`src/sv/hrsp_pkg.sv`:
```
`timescale 1ns / 1ps
// ----------------------------------------------------------------------------
// hrsp_pkg: shared types and constants of the request stream parser
// Character codes, byte role codes and the classified byte record that moves
// from the front end through the queue to the back end.
// ----------------------------------------------------------------------------
package hrsp_pkg;

  // Characters the parser reacts to
  localparam logic [7:0] CH_CR    = 8'h0D;
  localparam logic [7:0] CH_LF    = 8'h0A;
  localparam logic [7:0] CH_COLON = 8'h3A;
  localparam logic [7:0] CH_SPACE = 8'h20;
  localparam logic [7:0] CH_ZERO  = 8'h30;
  localparam logic [7:0] CH_NINE  = 8'h39;

  // Header name that carries the body length, first character in the top byte
  localparam int unsigned NAME_LEN = 14;
  localparam logic [NAME_LEN-1:0][7:0] LEN_NAME = "Content-Length";

  // Name match progress: count of matched bytes, or the mismatch mark
  localparam logic [3:0] MATCH_DONE = 4'd14;
  localparam logic [3:0] MATCH_FAIL = 4'd15;

  // Byte roles; the section register uses the same codes
  localparam logic [2:0] ROLE_METHOD = 3'd0;
  localparam logic [2:0] ROLE_URI    = 3'd1;
  localparam logic [2:0] ROLE_PROTO  = 3'd2;
  localparam logic [2:0] ROLE_KEY    = 3'd3;
  localparam logic [2:0] ROLE_VALUE  = 3'd4;
  localparam logic [2:0] ROLE_DELIM  = 3'd5;
  localparam logic [2:0] ROLE_BODY   = 3'd6;
  localparam logic [2:0] ROLE_EXCESS = 3'd7;

  // Classified request byte
  typedef struct packed {
    logic [7:0]          data;
    logic                new_request;
    logic                is_cr;
    logic                is_lf;
    logic                is_space;
    logic                is_colon;
    logic                is_digit;
    logic [3:0]          digit;
    logic [NAME_LEN-1:0] name_hit;
  } hrsp_item_t;

endpackage

```
`src/sv/hrsp_in_if.sv`:
```
`timescale 1ns / 1ps
// ----------------------------------------------------------------------------
// hrsp_in_if: request byte channel
// Valid/ready channel carrying one raw byte and the new-request mark.
// ----------------------------------------------------------------------------
interface hrsp_in_if;
  logic       valid;
  logic       ready;
  logic [7:0] byte_in;
  logic       new_request;

  modport source (output valid, output byte_in, output new_request, input ready);
  modport sink   (input valid, input byte_in, input new_request, output ready);
endinterface

```
`src/sv/hrsp_out_if.sv`:
```
`timescale 1ns / 1ps
// ----------------------------------------------------------------------------
// hrsp_out_if: tagged byte channel
// Valid/ready channel carrying a byte, its role, completion flags and length.
// ----------------------------------------------------------------------------
interface hrsp_out_if;
  logic        valid;
  logic        ready;
  logic [7:0]  byte_out;
  logic [2:0]  byte_role;
  logic        header_done;
  logic        request_done;
  logic [31:0] body_length;

  modport source (output valid, output byte_out, output byte_role, output header_done,
                  output request_done, output body_length, input ready);
  modport sink   (input valid, input byte_out, input byte_role, input header_done,
                  input request_done, input body_length, output ready);
endinterface

```
`src/sv/http_request_stream_parser.sv`:
```
// Path: a request passes through the classify register at acceptance, then a
// queue entry, then the result register, before it appears on the output.
// Throughput: one byte per cycle while the sink is ready; the parser step in the
// back end sets the rate, and the two-entry queue absorbs stalls on either side.
// Reset: rst_ni clears all parsing state and empties every stage at once.
`timescale 1ns / 1ps
// ----------------------------------------------------------------------------
// http_request_stream_parser: HTTP request byte tagger
// Tags each request byte with its role, flags the end of the header and the
// end of the request, and reports the parsed content length.
// ----------------------------------------------------------------------------
module http_request_stream_parser #(
  parameter int unsigned LENGTH_WIDTH = 32
) (
  input  logic        clk_i,
  input  logic        rst_ni,
  hrsp_in_if.sink     req_i,
  hrsp_out_if.source  rsp_o
);
  import hrsp_pkg::*;

  logic       push_valid;
  logic       push_ready;
  hrsp_item_t push_item;
  logic       pop_valid;
  logic       pop_ready;
  hrsp_item_t pop_item;

  hrsp_front u_front (
    .clk_i        (clk_i),
    .rst_ni       (rst_ni),
    .req_i        (req_i),
    .push_valid_o (push_valid),
    .push_ready_i (push_ready),
    .push_item_o  (push_item)
  );

  hrsp_fifo u_fifo (
    .clk_i        (clk_i),
    .rst_ni       (rst_ni),
    .push_valid_i (push_valid),
    .push_ready_o (push_ready),
    .push_item_i  (push_item),
    .pop_valid_o  (pop_valid),
    .pop_ready_i  (pop_ready),
    .pop_item_o   (pop_item)
  );

  hrsp_back #(
    .LENGTH_WIDTH (LENGTH_WIDTH)
  ) u_back (
    .clk_i     (clk_i),
    .rst_ni    (rst_ni),
    .q_valid_i (pop_valid),
    .q_ready_o (pop_ready),
    .q_item_i  (pop_item),
    .rsp_o     (rsp_o)
  );

  // End of header is only ever flagged on a delimiting LF
  a_hdone_on_lf: assert property (@(posedge clk_i) disable iff (!rst_ni)
    rsp_o.valid && rsp_o.header_done |->
      (rsp_o.byte_out == CH_LF) && (rsp_o.byte_role == ROLE_DELIM))
    else $error("header end flagged on a byte other than a delimiting LF");

  // Completion comes at the header end or on a body byte
  a_rdone_place: assert property (@(posedge clk_i) disable iff (!rst_ni)
    rsp_o.valid && rsp_o.request_done |->
      rsp_o.header_done || (rsp_o.byte_role == ROLE_BODY))
    else $error("request completion flagged outside header end or body");

  // A classified request held back by a full queue stays in place
  a_front_hold: assert property (@(posedge clk_i) disable iff (!rst_ni)
    push_valid && !push_ready |=> push_valid && $stable(push_item))
    else $error("front stage lost or changed a request while the queue was full");

endmodule

```
`src/sv/hrsp_front.sv`:
```
`timescale 1ns / 1ps
// ----------------------------------------------------------------------------
// hrsp_front: request byte intake and classification
// Accepts a request, decodes its character class and name matches into a
// register, and offers the record to the queue.
// ----------------------------------------------------------------------------
module hrsp_front (
  input  logic                clk_i,
  input  logic                rst_ni,
  hrsp_in_if.sink             req_i,
  output logic                push_valid_o,
  input  logic                push_ready_i,
  output hrsp_pkg::hrsp_item_t push_item_o
);
  import hrsp_pkg::*;

  logic       valid_q;
  hrsp_item_t item_q;
  hrsp_item_t item_d;
  logic       take;

  // Classify the incoming byte
  always_comb begin
    item_d             = '0;
    item_d.data        = req_i.byte_in;
    item_d.new_request = req_i.new_request;
    item_d.is_cr       = (req_i.byte_in == CH_CR);
    item_d.is_lf       = (req_i.byte_in == CH_LF);
    item_d.is_space    = (req_i.byte_in == CH_SPACE);
    item_d.is_colon    = (req_i.byte_in == CH_COLON);
    item_d.is_digit    = (req_i.byte_in >= CH_ZERO) && (req_i.byte_in <= CH_NINE);
    item_d.digit       = req_i.byte_in[3:0];
    for (int i = 0; i < NAME_LEN; i++) begin
      item_d.name_hit[i] = (req_i.byte_in == LEN_NAME[NAME_LEN-1-i]);
    end
  end

  assign req_i.ready = !valid_q || push_ready_i;
  assign take        = req_i.valid && req_i.ready;

  // Hold the record until the queue takes it
  always_ff @(posedge clk_i or negedge rst_ni) begin
    if (!rst_ni) begin
      valid_q <= 1'b0;
    end else if (req_i.ready) begin
      valid_q <= req_i.valid;
    end
  end

  always_ff @(posedge clk_i) begin
    if (take) begin
      item_q <= item_d;
    end
  end

  assign push_valid_o = valid_q;
  assign push_item_o  = item_q;

endmodule

```
`src/sv/hrsp_fifo.sv`:
```
`timescale 1ns / 1ps
// ----------------------------------------------------------------------------
// hrsp_fifo: two-entry queue between front and back end
// Decouples classification from the parsing state so each side stalls alone.
// ----------------------------------------------------------------------------
module hrsp_fifo (
  input  logic                 clk_i,
  input  logic                 rst_ni,
  input  logic                 push_valid_i,
  output logic                 push_ready_o,
  input  hrsp_pkg::hrsp_item_t push_item_i,
  output logic                 pop_valid_o,
  input  logic                 pop_ready_i,
  output hrsp_pkg::hrsp_item_t pop_item_o
);
  import hrsp_pkg::*;

  localparam int unsigned Depth = 2;

  hrsp_item_t  entry_q [Depth];
  logic        wr_ptr_q;
  logic        rd_ptr_q;
  logic [1:0]  count_q;
  logic        push;
  logic        pop;

  assign push_ready_o = (count_q != 2'(Depth));
  assign pop_valid_o  = (count_q != 2'd0);
  assign push         = push_valid_i && push_ready_o;
  assign pop          = pop_valid_o && pop_ready_i;
  assign pop_item_o   = entry_q[rd_ptr_q];

  // Advance pointers and fill level
  always_ff @(posedge clk_i or negedge rst_ni) begin
    if (!rst_ni) begin
      wr_ptr_q <= 1'b0;
      rd_ptr_q <= 1'b0;
      count_q  <= 2'd0;
    end else begin
      if (push) begin
        wr_ptr_q <= !wr_ptr_q;
      end
      if (pop) begin
        rd_ptr_q <= !rd_ptr_q;
      end
      if (push && !pop) begin
        count_q <= count_q + 2'd1;
      end else if (pop && !push) begin
        count_q <= count_q - 2'd1;
      end
    end
  end

  // Store the request record
  always_ff @(posedge clk_i) begin
    if (push) begin
      entry_q[wr_ptr_q] <= push_item_i;
    end
  end

endmodule

```
`src/sv/hrsp_back.sv`:
```
`timescale 1ns / 1ps
// ----------------------------------------------------------------------------
// hrsp_back: parsing state and result register
// Tracks the request section, header name match and body length, tags each
// byte and holds the result until the sink takes it.
// ----------------------------------------------------------------------------
module hrsp_back #(
  parameter int unsigned LENGTH_WIDTH = 32
) (
  input  logic                 clk_i,
  input  logic                 rst_ni,
  input  logic                 q_valid_i,
  output logic                 q_ready_o,
  input  hrsp_pkg::hrsp_item_t q_item_i,
  hrsp_out_if.source           rsp_o
);
  import hrsp_pkg::*;

  localparam logic [LENGTH_WIDTH-1:0] LenMax = '1;

  // Parsing state
  logic [2:0]              section_q, section_d;
  logic [23:0]             recent_q, recent_d;
  logic [3:0]              match_q, match_d;
  logic                    len_line_q, len_line_d;
  logic                    len_seen_q, len_seen_d;
  logic [LENGTH_WIDTH-1:0] len_val_q, len_val_d;
  logic [LENGTH_WIDTH-1:0] body_cnt_q, body_cnt_d;

  // Per-byte result
  logic [2:0]              role;
  logic                    hdone;
  logic                    rdone;
  logic [LENGTH_WIDTH+3:0] prod;
  logic [31:0]             len_out;
  logic                    fire;

  // Result register
  logic                    out_valid_q;
  logic [7:0]              out_byte_q;
  logic [2:0]              out_role_q;
  logic                    out_hdone_q;
  logic                    out_rdone_q;
  logic [31:0]             out_len_q;

  assign q_ready_o = !out_valid_q || rsp_o.ready;
  assign fire      = q_valid_i && q_ready_o;

  // Step the parser over one byte
  always_comb begin
    section_d  = section_q;
    recent_d   = recent_q;
    match_d    = match_q;
    len_line_d = len_line_q;
    len_seen_d = len_seen_q;
    len_val_d  = len_val_q;
    body_cnt_d = body_cnt_q;
    hdone      = 1'b0;
    rdone      = 1'b0;
    prod       = '0;

    // Drop all state at the start of a new request
    if (q_item_i.new_request) begin
      section_d  = ROLE_METHOD;
      recent_d   = '0;
      match_d    = '0;
      len_line_d = 1'b0;
      len_seen_d = 1'b0;
      len_val_d  = '0;
      body_cnt_d = '0;
    end

    role = section_d;

    if (section_d == ROLE_EXCESS) begin
      role = ROLE_EXCESS;
    end else if (section_d == ROLE_BODY) begin
      role = ROLE_BODY;
      if (body_cnt_d != LenMax) begin
        body_cnt_d = body_cnt_d + 1'b1;
      end
      if (body_cnt_d == len_val_d) begin
        rdone     = 1'b1;
        section_d = ROLE_EXCESS;
      end
    end else if (q_item_i.is_cr) begin
      role       = ROLE_DELIM;
      len_line_d = 1'b0;
    // The preceding byte counts even across a new-request clear
    end else if (q_item_i.is_lf && (recent_q[7:0] == CH_CR)) begin
      role = ROLE_DELIM;
      if (recent_d == {CH_CR, CH_LF, CH_CR}) begin
        // Blank line closes the header
        hdone = 1'b1;
        if (len_val_d == '0) begin
          rdone     = 1'b1;
          section_d = ROLE_EXCESS;
        end else begin
          section_d  = ROLE_BODY;
          body_cnt_d = '0;
        end
      end else begin
        section_d = ROLE_KEY;
        match_d   = '0;
      end
    end else begin
      if ((section_d == ROLE_METHOD) && q_item_i.is_space) begin
        role      = ROLE_DELIM;
        section_d = ROLE_URI;
      end else if ((section_d == ROLE_URI) && q_item_i.is_space) begin
        role      = ROLE_DELIM;
        section_d = ROLE_PROTO;
      end else if (section_d == ROLE_KEY) begin
        // Match the length header name
        if (match_d < MATCH_DONE) begin
          if (q_item_i.name_hit[match_d]) begin
            match_d = match_d + 4'd1;
            if ((match_d == MATCH_DONE) && !len_seen_d) begin
              len_seen_d = 1'b1;
              len_line_d = 1'b1;
            end
          end else begin
            match_d = MATCH_FAIL;
          end
        end
        if (q_item_i.is_colon) begin
          role      = ROLE_DELIM;
          section_d = ROLE_VALUE;
        end
      end
      // Accumulate length digits, saturating
      if (len_line_d && ((section_d == ROLE_KEY) || (section_d == ROLE_VALUE))
          && q_item_i.is_digit) begin
        prod = ({4'b0, len_val_d} << 3) + ({4'b0, len_val_d} << 1)
             + (LENGTH_WIDTH+4)'(q_item_i.digit);
        if (|prod[LENGTH_WIDTH+3:LENGTH_WIDTH]) begin
          len_val_d = LenMax;
        end else begin
          len_val_d = prod[LENGTH_WIDTH-1:0];
        end
      end
    end

    recent_d = {recent_d[15:0], q_item_i.data};
  end

  // Clamp the reported length to 32 bits, or zero-extend a narrower one
  if (LENGTH_WIDTH > 32) begin : g_clamp
    assign len_out = (|len_val_d[LENGTH_WIDTH-1:32]) ? 32'hFFFF_FFFF : len_val_d[31:0];
  end else begin : g_extend
    assign len_out = 32'(len_val_d);
  end

  // Advance the parsing state
  always_ff @(posedge clk_i or negedge rst_ni) begin
    if (!rst_ni) begin
      section_q  <= ROLE_METHOD;
      recent_q   <= '0;
      match_q    <= '0;
      len_line_q <= 1'b0;
      len_seen_q <= 1'b0;
      len_val_q  <= '0;
      body_cnt_q <= '0;
    end else if (fire) begin
      section_q  <= section_d;
      recent_q   <= recent_d;
      match_q    <= match_d;
      len_line_q <= len_line_d;
      len_seen_q <= len_seen_d;
      len_val_q  <= len_val_d;
      body_cnt_q <= body_cnt_d;
    end
  end

  // Hold the result until the sink takes it
  always_ff @(posedge clk_i or negedge rst_ni) begin
    if (!rst_ni) begin
      out_valid_q <= 1'b0;
    end else if (q_ready_o) begin
      out_valid_q <= q_valid_i;
    end
  end

  always_ff @(posedge clk_i) begin
    if (fire) begin
      out_byte_q  <= q_item_i.data;
      out_role_q  <= role;
      out_hdone_q <= hdone;
      out_rdone_q <= rdone;
      out_len_q   <= len_out;
    end
  end

  assign rsp_o.valid        = out_valid_q;
  assign rsp_o.byte_out     = out_byte_q;
  assign rsp_o.byte_role    = out_role_q;
  assign rsp_o.header_done  = out_hdone_q;
  assign rsp_o.request_done = out_rdone_q;
  assign rsp_o.body_length  = out_len_q;

endmodule
```
`src/flat_wrapper.sv`:
```
// flat-port wrapper written by rule: the top's interface ports become plain ports
module http_request_stream_parser_flat import hrsp_pkg::*;
#(
  parameter int unsigned LENGTH_WIDTH = 32
)
  (clk_i, rst_ni, req_i_valid, req_i_byte_in, req_i_new_request, req_i_ready, rsp_o_valid, rsp_o_byte_out, rsp_o_byte_role, rsp_o_header_done, rsp_o_request_done, rsp_o_body_length, rsp_o_ready);
  hrsp_in_if req_i_i ();
  hrsp_out_if rsp_o_i ();
  input  logic clk_i;
  input  logic rst_ni;
  input wire logic [$bits(req_i_i.valid)-1:0] req_i_valid;
  input wire logic [$bits(req_i_i.byte_in)-1:0] req_i_byte_in;
  input wire logic [$bits(req_i_i.new_request)-1:0] req_i_new_request;
  output wire logic [$bits(req_i_i.ready)-1:0] req_i_ready;
  output wire logic [$bits(rsp_o_i.valid)-1:0] rsp_o_valid;
  output wire logic [$bits(rsp_o_i.byte_out)-1:0] rsp_o_byte_out;
  output wire logic [$bits(rsp_o_i.byte_role)-1:0] rsp_o_byte_role;
  output wire logic [$bits(rsp_o_i.header_done)-1:0] rsp_o_header_done;
  output wire logic [$bits(rsp_o_i.request_done)-1:0] rsp_o_request_done;
  output wire logic [$bits(rsp_o_i.body_length)-1:0] rsp_o_body_length;
  input wire logic [$bits(rsp_o_i.ready)-1:0] rsp_o_ready;
  assign req_i_i.valid = req_i_valid;
  assign req_i_i.byte_in = req_i_byte_in;
  assign req_i_i.new_request = req_i_new_request;
  assign req_i_ready = req_i_i.ready;
  assign rsp_o_valid = rsp_o_i.valid;
  assign rsp_o_byte_out = rsp_o_i.byte_out;
  assign rsp_o_byte_role = rsp_o_i.byte_role;
  assign rsp_o_header_done = rsp_o_i.header_done;
  assign rsp_o_request_done = rsp_o_i.request_done;
  assign rsp_o_body_length = rsp_o_i.body_length;
  assign rsp_o_i.ready = rsp_o_ready;
  http_request_stream_parser #(.LENGTH_WIDTH(LENGTH_WIDTH)) u_core (.clk_i(clk_i), .rst_ni(rst_ni), .req_i(req_i_i), .rsp_o(rsp_o_i));
endmodule
```
`config.mk`:
```
export PLATFORM = sky130hd
export DESIGN_NAME = http_request_stream_parser_flat
export DESIGN_NICKNAME = d
export VERILOG_FILES = /design/src/sv/hrsp_pkg.sv /design/src/sv/hrsp_in_if.sv /design/src/sv/hrsp_out_if.sv /design/src/sv/http_request_stream_parser.sv /design/src/sv/hrsp_front.sv /design/src/sv/hrsp_fifo.sv /design/src/sv/hrsp_back.sv /design/src/flat_wrapper.sv
export SDC_FILE = /design/constraint.sdc
export NUM_CORES = 1
export LEC_CHECK = 0
export BUFFER_PORTS_ARGS = -buffer_cell sky130_fd_sc_hd__buf_2
export CAP_MARGIN = 25
export CORE_MARGIN = 4
export CORE_UTILIZATION = 57
export DETAILED_ROUTE_END_ITERATION = 12
export GPL_TIMING_DRIVEN = 0
export PLACE_DENSITY = 0.76
export SYNTH_ARGS = -nofsm -noshare
export SYNTH_HDL_FRONTEND = slang
export SYNTH_HIERARCHICAL = 1
export SYNTH_SLANG_ARGS = --single-unit
```
`constraint.sdc`:
```
create_clock -name clk_i -period 5.85 [get_ports clk_i]
set_input_delay 1.17 -clock clk_i [delete_from_list [all_inputs] [get_ports clk_i]]
set_output_delay 1.17 -clock clk_i [all_outputs]
set_load 0.01 [all_outputs]
```
; ---- Word level (Yosys, flattened, before mapping)
; Memories as Yosys holds them, arrays and structs flattened.
; Cells that the tools add are included.
[totals]
regBits = 180
latch_bits = 0
mem_bits_rw = 64
rom_bits = 0
in_bits = 13
word_cells = 186
memories = 1
[op_classes]
addsub = 6
mul = 0
n_div = 0
magnitude_cmp = 4
eq_ne = 25
shift = 0
mux = 91
bitwise = 1
n_reduce_logical = 30
[mem_list]
columns = memory, words, word_bits, read_ports, rd_clocked_by_memory_dff, wr, line
row1 = u_core.u_fifo.entry_q, 2, 32, 1, 0, 1, hrsp_fifo.sv:20  ; hrsp_item_t entry_q [Depth];
[op_table]
columns = op, n
row1 = 32-bit 2-to-1 mux, 17
row2 = 8-bit by 7-bit == test with 1-bit output (second input constant), 8
row3 = 3-bit 2-to-1 mux, 17
row4 = 4-bit 2-to-1 mux, 11
row5 = 1-bit 2-to-1 mux, 38
row6 = 35-bit by 33-bit adder with 36-bit output, 1
row7 = 36-bit by 4-bit adder with 36-bit output, 1
row8 = 32-bit by 1-bit adder with 32-bit output (second input constant), 1
row9 = 32-bit == test, 1
row10 = 32-bit logical NOT, 1
row11 = 32-bit != test (second input constant), 1
row12 = 24-bit by 20-bit == test with 1-bit output (second input constant), 1
row13 = 8-bit by 4-bit == test with 1-bit output (second input constant), 3
row14 = 8-bit by 6-bit == test with 1-bit output (second input constant), 3
row15 = 24-bit 2-to-1 mux, 1
row16 = 1-bit logical AND, 12
row17 = 2-bit 2-to-1 mux, 6
row18 = 3-bit == test (second input constant), 3
row19 = 8-bit by 6-bit greater-or-equal comparator with 1-bit output (second input constant), 1
row20 = 8-bit by 6-bit less-or-equal comparator with 1-bit output (second input constant), 1
row21 = 4-bit OR reduction, 2
row22 = 1-bit logical NOT, 7
row23 = 3-bit by 2-bit == test with 1-bit output (second input constant), 2
row24 = 6-bit OR reduction, 1
row25 = 14 further kinds, 17

; ---- Depth between registers and ports, before layout
; Gate-level depths: netlist of run 1.
; An unclocked memory read counts as a cell.
[logic_depth]
word_depth = 22
mapped_depth = 26
ltp_nobuf = 15

; ---- Cells and area by module
; Netlist of run 1, hierarchy kept.
[by_module_without_submodules]
columns = module, n_inst, cells_per_inst, area_each_um2, seq_area_each_um2
row1 = hrsp_back, 1, 1357, 11157.0, 3803.6
row2 = hrsp_fifo, 1, 118, 2658.8, 2021.9
row3 = hrsp_front, 1, 66, 1001.0, 715.7

; ---- Worst setup path after synthesis of run 1
; Ideal clock, no wire load.
[synth_path]
path_type = reg2reg
startpoint = reg u_core.u_fifo.rd_ptr_q
endpoint = reg u_core.u_back.out_len_q[17], in the netlist u_core/u_back/rsp_o.body_length[17] (data pin)
setup_time_ps = 270
arrival_time_ps = 5942
t_required_ps = 5580
setup_slack_ps = -363
stages_incl_launch_ff = 26
path_cell_list = dfrtp_1 -> buf_6 -> mux2_2 -> buf_6 -> clkbuf_1 -> buf_2 -> buf_2 -> buf_1 -> buf_2 -> clkbuf_1 -> clkbuf_1 -> nor2b_1 -> fa_1 -> inv_1 -> fa_1 -> nand2b_1 -> a21oi_1 -> o21ai_0 -> o311ai_1 -> a21oi_1 -> o41ai_1 -> xor2_1 -> nor2_1 -> clkbuf_1 -> clkbuf_1 -> a21oi_1
[synth_rtl]
columns = element, line
row1 = "start, declared", hrsp_fifo.sv:22  ; logic rd_ptr_q;
row2 = "start signal, assigned", hrsp_fifo.sv:44  ; rd_ptr_q <= !rd_ptr_q;
row3 = "end signal, assigned", hrsp_back.sv:190  ; out_len_q <= len_out;
row4 = "end, declared", hrsp_back.sv:44  ; logic [31:0] out_len_q;

==> flow_summary.toml, run 1 <==
[outcome]
status = "completed"

[cells_and_area]
drive_above_1_share_pct = 16.9
fin_area_mm2 = 0.0170
fin_cells = 2000
final_core_util_pct = 67.0
n_antenna_cell = 0
fin_nets = 1732
syn_to_final_growth_pct = 14.9
fill_cells = 2044

[floorplanning]
die_y_um = 169
rows = 58
io_pins = 60
core_area_mm2 = 0.0254
initial_core_util_pct = 58.3
die_area_mm2 = 0.0286
dieWidth_um = 169

[flow_run]
cap_violations = 0

[timing]
finalClockSkew_ns = 0.0190
fin_hold_ws_ns = 0.450
worstMarginPinSlew_ns = 1.08
rsz0062_at_grt = "no"
finalCriticalPeriod_ns = 5.69
relSlewSlack_pct = 26.9
period_share_pct = 97.3
finalSetupViolations = 0
drv_slew = 0
hold_violations = 0
timing.fmax_mhz = 176

[setup_path]
slowest_delay_ns = 0.53
r2r_end = "u_core/u_back/section_q[0]$_DFFE_PN0P_"
crit_required_ns = 6.33
r2r_slack_ns = 0.16
startpoint_type = "register"
r2r-start = "u_core/u_fifo/rd_ptr_q$_DFFE_PN0P_"
path_cells = "buf_6 -> mux2_2 -> buf_6 -> clkbuf_16 -> buf_12 -> buf_12 -> buf_12 -> clkbuf_16 -> clkbuf_16 -> buf_4 -> nor2b_1 -> ha_2 -> nand4b_4 -> nor4_4 -> buf_4 -> nand2_4 -> nor2_1 -> o211ai_1 -> a32o_1 -> or4_1 -> nor4_2 -> a211o_1"
critPathSlowestCell = "or4_1"
cp.arrival_ns = 6.17
cp-end-kind = "register"
crit_type = "register to register"
reg2reg_depth = 22
worst-path-max-fanout = 19

[clocking]
hold_buffers = 0
clock_sink_count = 235
clk_path_buf_depth = 3
cts_made_buffers = 26
cts_tree = "built"
htreeDepth = 1
clk_latency_ns = 0.55
root_buffer = "clkbuf_16"
clkTransAtPathRegs_ns = 0.06

[place]
place_inst = 1932
dp_hpwl_um = 36700
port-buffer-count = 59
gp_congestion = 1.02
placed_cell_area_mm2 = 0.0156

[drt]
drtPass1Iterations = 5
vias = 13200
drt-wirelength-per-cell_um = 24.5
antenna_left = 0
drt_iter0_markers = 1793
routed_wl_um = 48900
drc_errors = 0
viasPerCell = 6.61

[worst_hold_path]
min_path_type = "register to register"
whs_endpoint = "u_core/u_fifo/entry_q[1][11]$_DFFE_PP_"
holdPathStages = 0
hp-start = "u_core/u_front/push_item_o[11]$_DFFE_PP_"

[logic_synthesis]
synth_common_cells = "nand2_1, a21oi_1, edfxtp_1"
syn_area_mm2 = 0.0148
ys_ff_latch = 235
yosysTopAreaCell = "edfxtp_1"
seq_area_frac_synth_pct = 44.1
netlist_instances = 1541
synth_edf_count = 132
synth_most_common_cell = "nand2_1"
synthDistinctLibCells = 95
synth_top_area_share_pct = 26.8
synth-async-reset-ratio_pct = 43.8
synth_area_leaders = "edfxtp_1, dfrtp_1, ha_1"
synth_nets = 1623
synth_ff_type = "edfxtp_1"
synth_area_per_cell_um2 = 9.61
yosys_warnings = 6

[power_and_ir_drop]
total_power_mw = 6.05
vdd_drop_max_mv = 0.316
power.leakage_nw = 7.03
power_density_mw_per_mm2 = 355

[global_route]
grt_pass1_vias = 12700
grt_use_met3_pct = 7.97
gr-max-usage-layer = "met1"
use_met2_pct = 49.5
track_usage_pct = 33.9
grt_overflow = 0
grt_max_degree = 62
grt_pass1_wl_um = 75600
grt_use_met1_pct = 50.6
antenna_found_initial = 0
## report_power, final
group / switching, mW / internal [mW] / leakage (nW)
sequential: 0.158 / 2.23 / 2.68
combinational: 1.27 / 0.761 / 3.95
clock: 0.689 / 0.949 / 0.405
## how the worst max path moves through the flow
| stage | from | to | slack [ns] | depth (start not counted) |
|---|---|---|---|---|
| after global placement | u_core/u_fifo/rd_ptr_q$_DFFE_PN0P_ | u_core/u_back/len_val_q[28]$_DFFE_PN0P_ | -2.78 | 24 |
| after floorplan | u_core/u_fifo/rd_ptr_q$_DFFE_PN0P_ | u_core/u_back/rsp_o.body_length[20]$_DFFE_PP_ | 0.03 | 25 |
| after global routing | u_core/u_fifo/rd_ptr_q$_DFFE_PN0P_ | u_core/u_back/rsp_o.request_done$_SDFFCE_PP0P_ | 0.02 | 22 |
| after CTS | u_core/u_fifo/rd_ptr_q$_DFFE_PN0P_ | u_core/u_back/rsp_o.body_length[22]$_DFFE_PP_ | 0.0009 | 24 |
| final | u_core/u_fifo/rd_ptr_q$_DFFE_PN0P_ | u_core/u_back/section_q[0]$_DFFE_PN0P_ | 0.16 | 22 |
| after detailed placement | u_core/u_fifo/rd_ptr_q$_DFFE_PN0P_ | u_core/u_back/rsp_o.body_length[22]$_DFFE_PP_ | -2.90 | 25 |
## metrics by stage
step	setup TNS, ns	setup WS (ns)
2_1_floorplan	0	0.0273
3_3_place_gp	-178.57	-2.78
3_5_place_dp	-186.25	-2.90
4_1_cts	0	0.000915
5_1_grt	0	0.0206
6_report	0	0.157
## kinds of logic (layout without fill, tap and decap cells)
group                    after synthesis  after routing  share of synthesized area, %
flip-flops                           235            235                          44.1
XOR/XNOR                              67             67                          3.96
AO/OA/AOI/OAI                        429            429                          18.1
buffers and inverters                136            265                          4.34
AND/OR/NAND/NOR                      565            565                          19.8
multiplexers                          40             40                          3.82
adder cells (fa/ha/maj)               69             69                          5.93
## placed cells by master, fill, tap and decap left out, types with 8 or more instances in the layout
master	n
nand2_1	156
a21oi_1	135
edfxtp_1	132
o21ai_0	123
nor2_1	120
dfrtp_1	103
buf_2	70
ha_1	61
clkbuf_1	45
buf_4	40
inv_1	40
nand3_1	40
nor3_1	35
xnor2_1	35
nor2b_1	32
xor2_1	32
clkbuf_16	29
mux2_4	29
nand4_1	24
o31ai_1	24
nor4_1	23
nand2b_1	19
o211ai_1	13
a21o_1	12
and3_1	12
or3_1	10
or4_1	10
o21a_1	9
a31oi_1	9
buf_12	8
## per-layer routing
| layer | routed length [um] | up-vias | share of wire (%) |
|---|---|---|---|
| li1 | - | 5931 | - |
| met5 | 0 | - | 0 |
| met2 | 20900 | 750 | 43 |
| met1 | 21400 | 6447 | 44 |
| met3 | 5200 | 100 | 11 |
| met4 | 1490 | 0 | 3.0 |
## worst max-delay path: cells and delay by family (launching register included)
family	cells	cell delay [ns]
AND/OR/NAND/NOR	7	2.18
buffers and inverters	10	1.68
AO/OA/AOI/OAI	3	0.77
flip-flops	1	0.35
multiplexers	1	0.35
adder cells (fa/ha/maj)	1	0.26
## final cells by class
class	instances	area, um2	area share (%)
multi-input combinational	1170	7890	46.3
sequential	235	6540	38.4
clock buffer	34	711	4.17
buffer	88	611	3.59
timing repair buffer	89	568	3.34
tap	330	413	2.42
inverter	40	150	0.882
clock inverter	14	146	0.860
## repair_timing
item / CTS / global route
setup buffers: 15 / 12
gates resized for setup: 70 / 34
pin swaps: 10 / 9
setup endpoints to repair: 96 / 66
## flip-flops by register name, summed over array words and instances, names as in the netlist, 2 cells and up
signal,cells
u_core/u_back/rsp_o.byte_out,8
u_core/u_back/rsp_o.byte_role,3
u_core/u_back/len_val_q,32
u_core/u_back/section_q,3
u_core/u_fifo/entry_q,64
u_core/u_back/match_q,4
u_core/u_fifo/count_q,2
u_core/u_back/recent_q,24
u_core/u_back/rsp_o.body_length,32
u_core/u_back/body_cnt_q,32
u_core/u_front/push_item_o,23
(Power assumes the default switching activity.)
==> run 2: changes to the inputs <==
--- a/config.mk
+++ b/config.mk
@@ -8,10 +8,10 @@
 export BUFFER_PORTS_ARGS = -buffer_cell sky130_fd_sc_hd__buf_2
 export CAP_MARGIN = 25
 export CORE_MARGIN = 4
-export CORE_UTILIZATION = 57
+export CORE_UTILIZATION = 60
 export DETAILED_ROUTE_END_ITERATION = 12
 export GPL_TIMING_DRIVEN = 0
-export PLACE_DENSITY = 0.76
+export PLACE_DENSITY = 0.77
 export SYNTH_ARGS = -nofsm -noshare
 export SYNTH_HDL_FRONTEND = slang
 export SYNTH_HIERARCHICAL = 1
==> constraint.sdc (replaced) <==
create_clock -name clk_i -period 5.25 [get_ports clk_i]
set_input_delay 1.05 -clock clk_i [delete_from_list [all_inputs] [get_ports clk_i]]
set_output_delay 1.05 -clock clk_i [all_outputs]
set_load 0.01 [all_outputs]
==> run 2 against run 1 <==
  * Worst hold slack worse by 0.0025 ns
  * Final cell count is the same
  * Routed wire length increased by 6.2%
  * Sequential power increased by 12%
  * Power increased by 12%
  * Clock-buffer cell count fell by 2
  * Die area shrank 4.8%
  * Sequential share of layout area shrank 0.29 points
  * Non-clock buffer count grew 8
  * Register-to-register slack got worse by 0.08 ns
  * Via count grew 4.0%
  * Highest routed layer unchanged
==> flow_summary.toml, run 2 (synthesis results as in run 1) <==
[setup_path]
crit_type = "register to register"
cp.arrival_ns = 5.47
crit_top_cell = "clkbuf_16"
critPathSlowestCell = "fa_1"
slowest_delay_ns = 0.57
reg2reg_depth = 21
cp-end-kind = "register"
crit_required_ns = 5.54
r2r_slack_ns = 0.08
worst-path-max-fanout = 11
path_cells = "buf_6 -> mux2_2 -> buf_8 -> clkbuf_16 -> buf_12 -> clkbuf_16 -> clkbuf_16 -> nor2b_4 -> fa_1 -> inv_1 -> fa_2 -> nand2b_4 -> a21oi_4 -> o21ai_4 -> o311ai_4 -> a21oi_2 -> o41ai_2 -> xor2_2 -> buf_6 -> o32a_1 -> buf_4"
startpoint_type = "register"

[cells_and_area]
fill_cells = 1722
drive_above_1_share_pct = 18.0
top_register = "u_core/u_fifo/entry_q"
fin_nets = 1739
layout_commonest_cell = "nand2_1"
fin_area_mm2 = 0.0172
syn_to_final_growth_pct = 15.8
largest_reg_flops = 64
final_cell_mix = "nand2_1, edfxtp_1, a21oi_1"

[drt]
routed_wl_um = 52000
drt-wirelength-per-cell_um = 26.0
drt_iter0_markers = 2074
drtPass1Iterations = 8
vias = 13800
antenna_left = 0
viasPerCell = 6.88
drc_errors = 0

[global_route]
track_usage_pct = 37.6
grt_pass1_vias = 13100
grt_max_degree = 57
grt_pass1_wl_um = 78100
antenna_found_initial = 1
grt_overflow = 0

[clocking]
clk_latency_ns = 0.55
cts_tree = "built"
cts_made_buffers = 25
clkTransAtPathRegs_ns = 0.06
root_buffer = "clkbuf_16"
clock_sink_count = 235
htreeDepth = 1
clk_path_buf_depth = 3

[worst_hold_path]
holdPathStages = 0
min_path_type = "register to register"

[floorplanning]
die_area_mm2 = 0.0273
rows = 57
die_y_um = 165
dieWidth_um = 165
io_pins = 60
core_area_mm2 = 0.0243
initial_core_util_pct = 60.9

[timing]
worstMarginPinSlew_ns = 1.08
drv_slew = 0
finalClockSkew_ns = 0.0185
timing.fmax_mhz = 193
period_share_pct = 98.6
relSlewSlack_pct = 26.8
finalCriticalPeriod_ns = 5.17
finalSetupViolations = 0
hold_violations = 0

[power_and_ir_drop]
power.leakage_nw = 7.14
total_power_mw = 6.80
vdd_drop_max_mv = 0.411
power_density_mw_per_mm2 = 396

[place]
placed_cell_area_mm2 = 0.0157
dp_hpwl_um = 37400
gp_congestion = 1.08
port-buffer-count = 59

[outcome]
status = "completed"

[flow_run]
cap_violations = 0
run 2: cell types whose count changed in the layout (fill, tap and decap cells not counted), moves of 4 or more:
| cell | before | now |
|---|---|---|
| buf_4 | 40 | 44 |
| clkinv_2 | 1 | 5 |
| a2111oi_0 | 7 | 2 |
| a21oi_2 | 1 | 7 |
| ha_2 | 6 | 2 |
| clkinvlp_4 | 4 | 0 |
| a21oi_1 | 135 | 130 |
run 2: worst paths after layout:
check | from | to
max reg2reg | u_core/u_fifo/rd_ptr_q$_DFFE_PN0P_ | u_core/u_back/rsp_o.body_length[25]$_DFFE_PP_
max | u_core/u_fifo/rd_ptr_q$_DFFE_PN0P_ | u_core/u_back/rsp_o.body_length[25]$_DFFE_PP_
min reg2reg | u_core/u_front/push_item_o[22]$_DFFE_PP_ | u_core/u_fifo/entry_q[1][22]$_DFFE_PP_
max in group asynchronous | rst_ni | u_core/u_back/len_val_q[29]$_DFFE_PN0P_
min in group asynchronous | rst_ni | u_core/u_back/recent_q[18]$_DFFE_PN0P_
min | u_core/u_front/push_item_o[22]$_DFFE_PP_ | u_core/u_fifo/entry_q[1][22]$_DFFE_PP_
run 2: worst max-delay path: cells and delay by family, from the launching register on:
kind | cells | cell delay, ns
compound gates | 6 | 1.50
buf+inv | 9 | 1.39
fa+ha+maj | 2 | 1.01
flops | 1 | 0.37
mux | 1 | 0.23
simple gates | 2 | 0.23
xor+xnor | 1 | 0.15
run 2: repair_timing:
item | CTS | global route
hold buffers | 0 | 0
resized for setup | 75 | 23
buffers inserted | 26 | 8
cloned | 0 | 2
endpoints found under the setup margin | 72 | 66
pin swaps | 20 | 8
run 2: area by class of cell:
type	count	area, um2	share of cell area (%)
Multi-Input combinational cell	1170	7960	46.4
Sequential cell	235	6540	38.1
Clock buffer	32	683	3.98
Timing Repair Buffer	101	678	3.95
Buffer	84	579	3.38
Tap cell	324	405	2.36
Clock inverter	13	155	0.904
Inverter	40	150	0.875
Antenna cell	1	2.50	0.0146
run 2: routing by layer:
metal | GRT usage [%] | wire, um | share of wire (%)
met3 | 8.96 | 5830 | 11
met4 | 17.3 | 2940 | 5.7
met2 | 58.1 | 22900 | 44
met1 | 50.6 | 20300 | 39
met5 | 0 | 0 | 0
run 2: per-stage QoR:
step | setup WS [ns] | hold WS (ns) | TNS [ns] | utilization, % | cells
2_1_floorplan | 0.00310 | 0.421 | 0 | - | 1541
3_3_place_gp | -1.74 | 0.424 | -100.14 | 64.2 | 1924
3_5_place_dp | -1.69 | 0.434 | -96.08 | 64.5 | 1929
4_1_cts | 0.00362 | 0.447 | 0 | 69.9 | 1992
5_1_grt | -0.000263 | 0.465 | -0.000263 | 70.5 | 1999
6_report | 0.0759 | 0.448 | 0 | 70.6 | 2000
run 2: where the power goes:
part | switching (mW) | internal (mW) | leakage, nW
logic | 1.46 | 0.849 | 4.05
registers | 0.190 | 2.49 | 2.68
clock network | 0.743 | 1.07 | 0.414
total | 2.39 | 4.41 | 7.14
==> run 3: changes to the inputs <==
--- a/config.mk
+++ b/config.mk
@@ -12,6 +12,7 @@
 export DETAILED_ROUTE_END_ITERATION = 12
 export GPL_TIMING_DRIVEN = 0
 export PLACE_DENSITY = 0.77
+export SETUP_SLACK_MARGIN = 0.4
 export SYNTH_ARGS = -nofsm -noshare
 export SYNTH_HDL_FRONTEND = slang
 export SYNTH_HIERARCHICAL = 1
==> run 3 against run 2 <==
  * The run now ends with setup timing left
  * Routed wire length increased by 6.3%
  * First-iteration DRC count increased by 11%
  * Clock skew about the same
  * Worst hold slack got worse by 0.0054 ns
  * Power increased by 4.0%
  * Final area increased by 7.3%
  * Setup slack got worse by 0.24 ns
  * Via count increased by 3.0%
  * Non-clock buffer count increased by 43
  * Critical endpoint is now u_core/u_back/len_val_q[3]$_DFFE_PN0P_
  * Highest routed layer is now met5
==> flow_summary.toml, run 3 (synthesis results as in run 1) <==
[outcome]
status = "complete, but fails checks"
violations = "setup timing"

[cells_and_area]
drive_above_1_share_pct = 25.8
fin_nets = 1783
fin_cells = 2044
syn_to_final_growth_pct = 24.3
n_antenna_cell = 0
layout_commonest_cell = "nand2_1"
top_register = "u_core/u_fifo/entry_q"
largest_reg_flops = 64
final_cell_mix = "nand2_1, edfxtp_1, o21ai_0"

[place]
dp_hpwl_um = 36300
place_inst = 1928
gp_congestion = 1.04
port-buffer-count = 59

[power_and_ir_drop]
power.leakage_nw = 7.51
power_density_mw_per_mm2 = 384
vdd_drop_max_mv = 0.478

[timing]
setup-tns-final_ns = -6.45
hold_violations = 0
worstMarginPinSlew_ns = 1.08
relSlewSlack_pct = 27.7
period_share_pct = 103
timing.final.ws_setup_ns = -0.164
rsz0062_at_grt = "yes"
finalClockSkew_ns = 0.0187
timing.fmax_mhz = 185
drv_slew = 0
finalSetupViolations = 64
finalCriticalPeriod_ns = 5.41

[clocking]
root_buffer = "clkbuf_16"
clk_latency_ns = 0.55
clk_path_buf_depth = 3
htreeDepth = 1
cts_made_buffers = 26
cts_tree = "built"
hold_buffers = 0
clkTransAtPathRegs_ns = 0.06
clock_sink_count = 235

[setup_path]
cp.arrival_ns = 5.82
startpoint_type = "register"
crit_type = "register to register"
path_delay_family = "buffers and inverters"
slowest_delay_ns = 0.48
crit_required_ns = 5.65
critPathSlowestCell = "fa_2"
r2r_slack_ns = -0.16
crit_buf_inv = 13
crit_top_cell = "buf_12"
cp-end-kind = "register"
worst-path-max-fanout = 7

[global_route]
grt_pass1_wl_um = 82000
grt_pass1_vias = 13500
grt_max_degree = 66
antenna_found_initial = 1
track_usage_pct = 39.7
grt_overflow = 0

[drt]
vias = 14200
drt_iter0_markers = 2311
drt-wirelength-per-cell_um = 27.0
viasPerCell = 6.93
drc_errors = 0
antenna_left = 0
routed_wl_um = 55200
drtPass1Iterations = 6

[floorplanning]
die_y_um = 165
core_area_mm2 = 0.0243
die_area_mm2 = 0.0273
rows = 57
dieWidth_um = 165
io_pins = 60
initial_core_util_pct = 60.9

[worst_hold_path]
min_path_type = "register to register"

[flow_run]
cap_violations = 0
## run 3: changes by cell type in the layout (fill, tap and decap cells not counted), sizes merged
| cell | delta |
|---|---|
| inv | -1 |
| clkdlybuf4s18 | -1 |
| clkbuf | +5 |
| clkinv | +1 |
| clkinvlp | +4 |
| diode | -1 |
| buf | +37 |
## run 3: layout make-up
| type | count | area, um2 |
|---|---|---|
| multi-input cells | 1170 | 8690 |
| plain buffers | 96 | 761 |
| flip-flops and latches | 235 | 6540 |
| clock buffers | 30 | 666 |
| inverters | 40 | 150 |
| well taps | 324 | 405 |
| repair buffers | 132 | 1020 |
| fillers | 1539 | 5910 |
| clock inverters | 17 | 181 |
## run 3: report_power, final
part	internal, mW	leakage [nW]	switching [mW]	total [mW]
Sequential	2.49	2.68	0.188	2.67
Clock	1.06	0.404	0.779	1.84
Combinational	0.978	4.43	1.58	2.56
Total	4.52	7.51	2.55	7.07
## run 3: path summary, 6_finish.rpt
path,startpoint,endpoint,depth (start not counted)
setup / recovery,u_core/u_fifo/rd_ptr_q$_DFFE_PN0P_,u_core/u_back/len_val_q[3]$_DFFE_PN0P_,26
hold / removal,u_core/u_front/push_item_o[22]$_DFFE_PP_,u_core/u_fifo/entry_q[0][22]$_DFFE_PP_,0
setup reg to reg,u_core/u_fifo/rd_ptr_q$_DFFE_PN0P_,u_core/u_back/len_val_q[3]$_DFFE_PN0P_,26
hold reg to reg,u_core/u_front/push_item_o[22]$_DFFE_PP_,u_core/u_fifo/entry_q[0][22]$_DFFE_PP_,0
max in group asynchronous,rst_ni,u_core/u_back/body_cnt_q[4]$_DFFE_PN0P_,2
min in group asynchronous,rst_ni,u_core/u_back/recent_q[17]$_DFFE_PN0P_,1
## run 3: repair_timing
| action | 4_1_cts | 5_1_grt |
|---|---|---|
| gates cloned | 7 | 0 |
| gates resized for setup | 185 | 61 |
| endpoints found under the setup margin | 87 | 83 |
| setup buffers | 48 | 14 |
| pin swaps | 65 | 29 |
## run 3: stage by stage
stage	hold slack, ns	utilization, %	cell area [um2]	power, mW	setup WS, ns
floorplan	0.421	-	15000	4.06	0.274
global placement	0.423	64.7	15700	4.75	-1.25
detailed placement	0.433	65.0	15800	4.84	-1.17
CTS	0.448	74.1	18000	6.94	-0.0115
global route	0.455	75.7	18400	7.31	-0.240
finish	0.442	75.7	18400	7.07	-0.164
## run 3: per-layer routing
| metal | wire [um] | vias up | GRT usage, % | part of all wire (%) |
|---|---|---|---|---|
| li1 | - | 6054 | - | - |
| met1 | 21900 | 6794 | 56.9 | 40 |
| met2 | 23900 | 1099 | 60.2 | 43 |
| met3 | 6580 | 226 | 7.52 | 12 |
| met4 | 2760 | 2 | 15.3 | 5.0 |
| met5 | 20 | - | 0 | 0.036 |
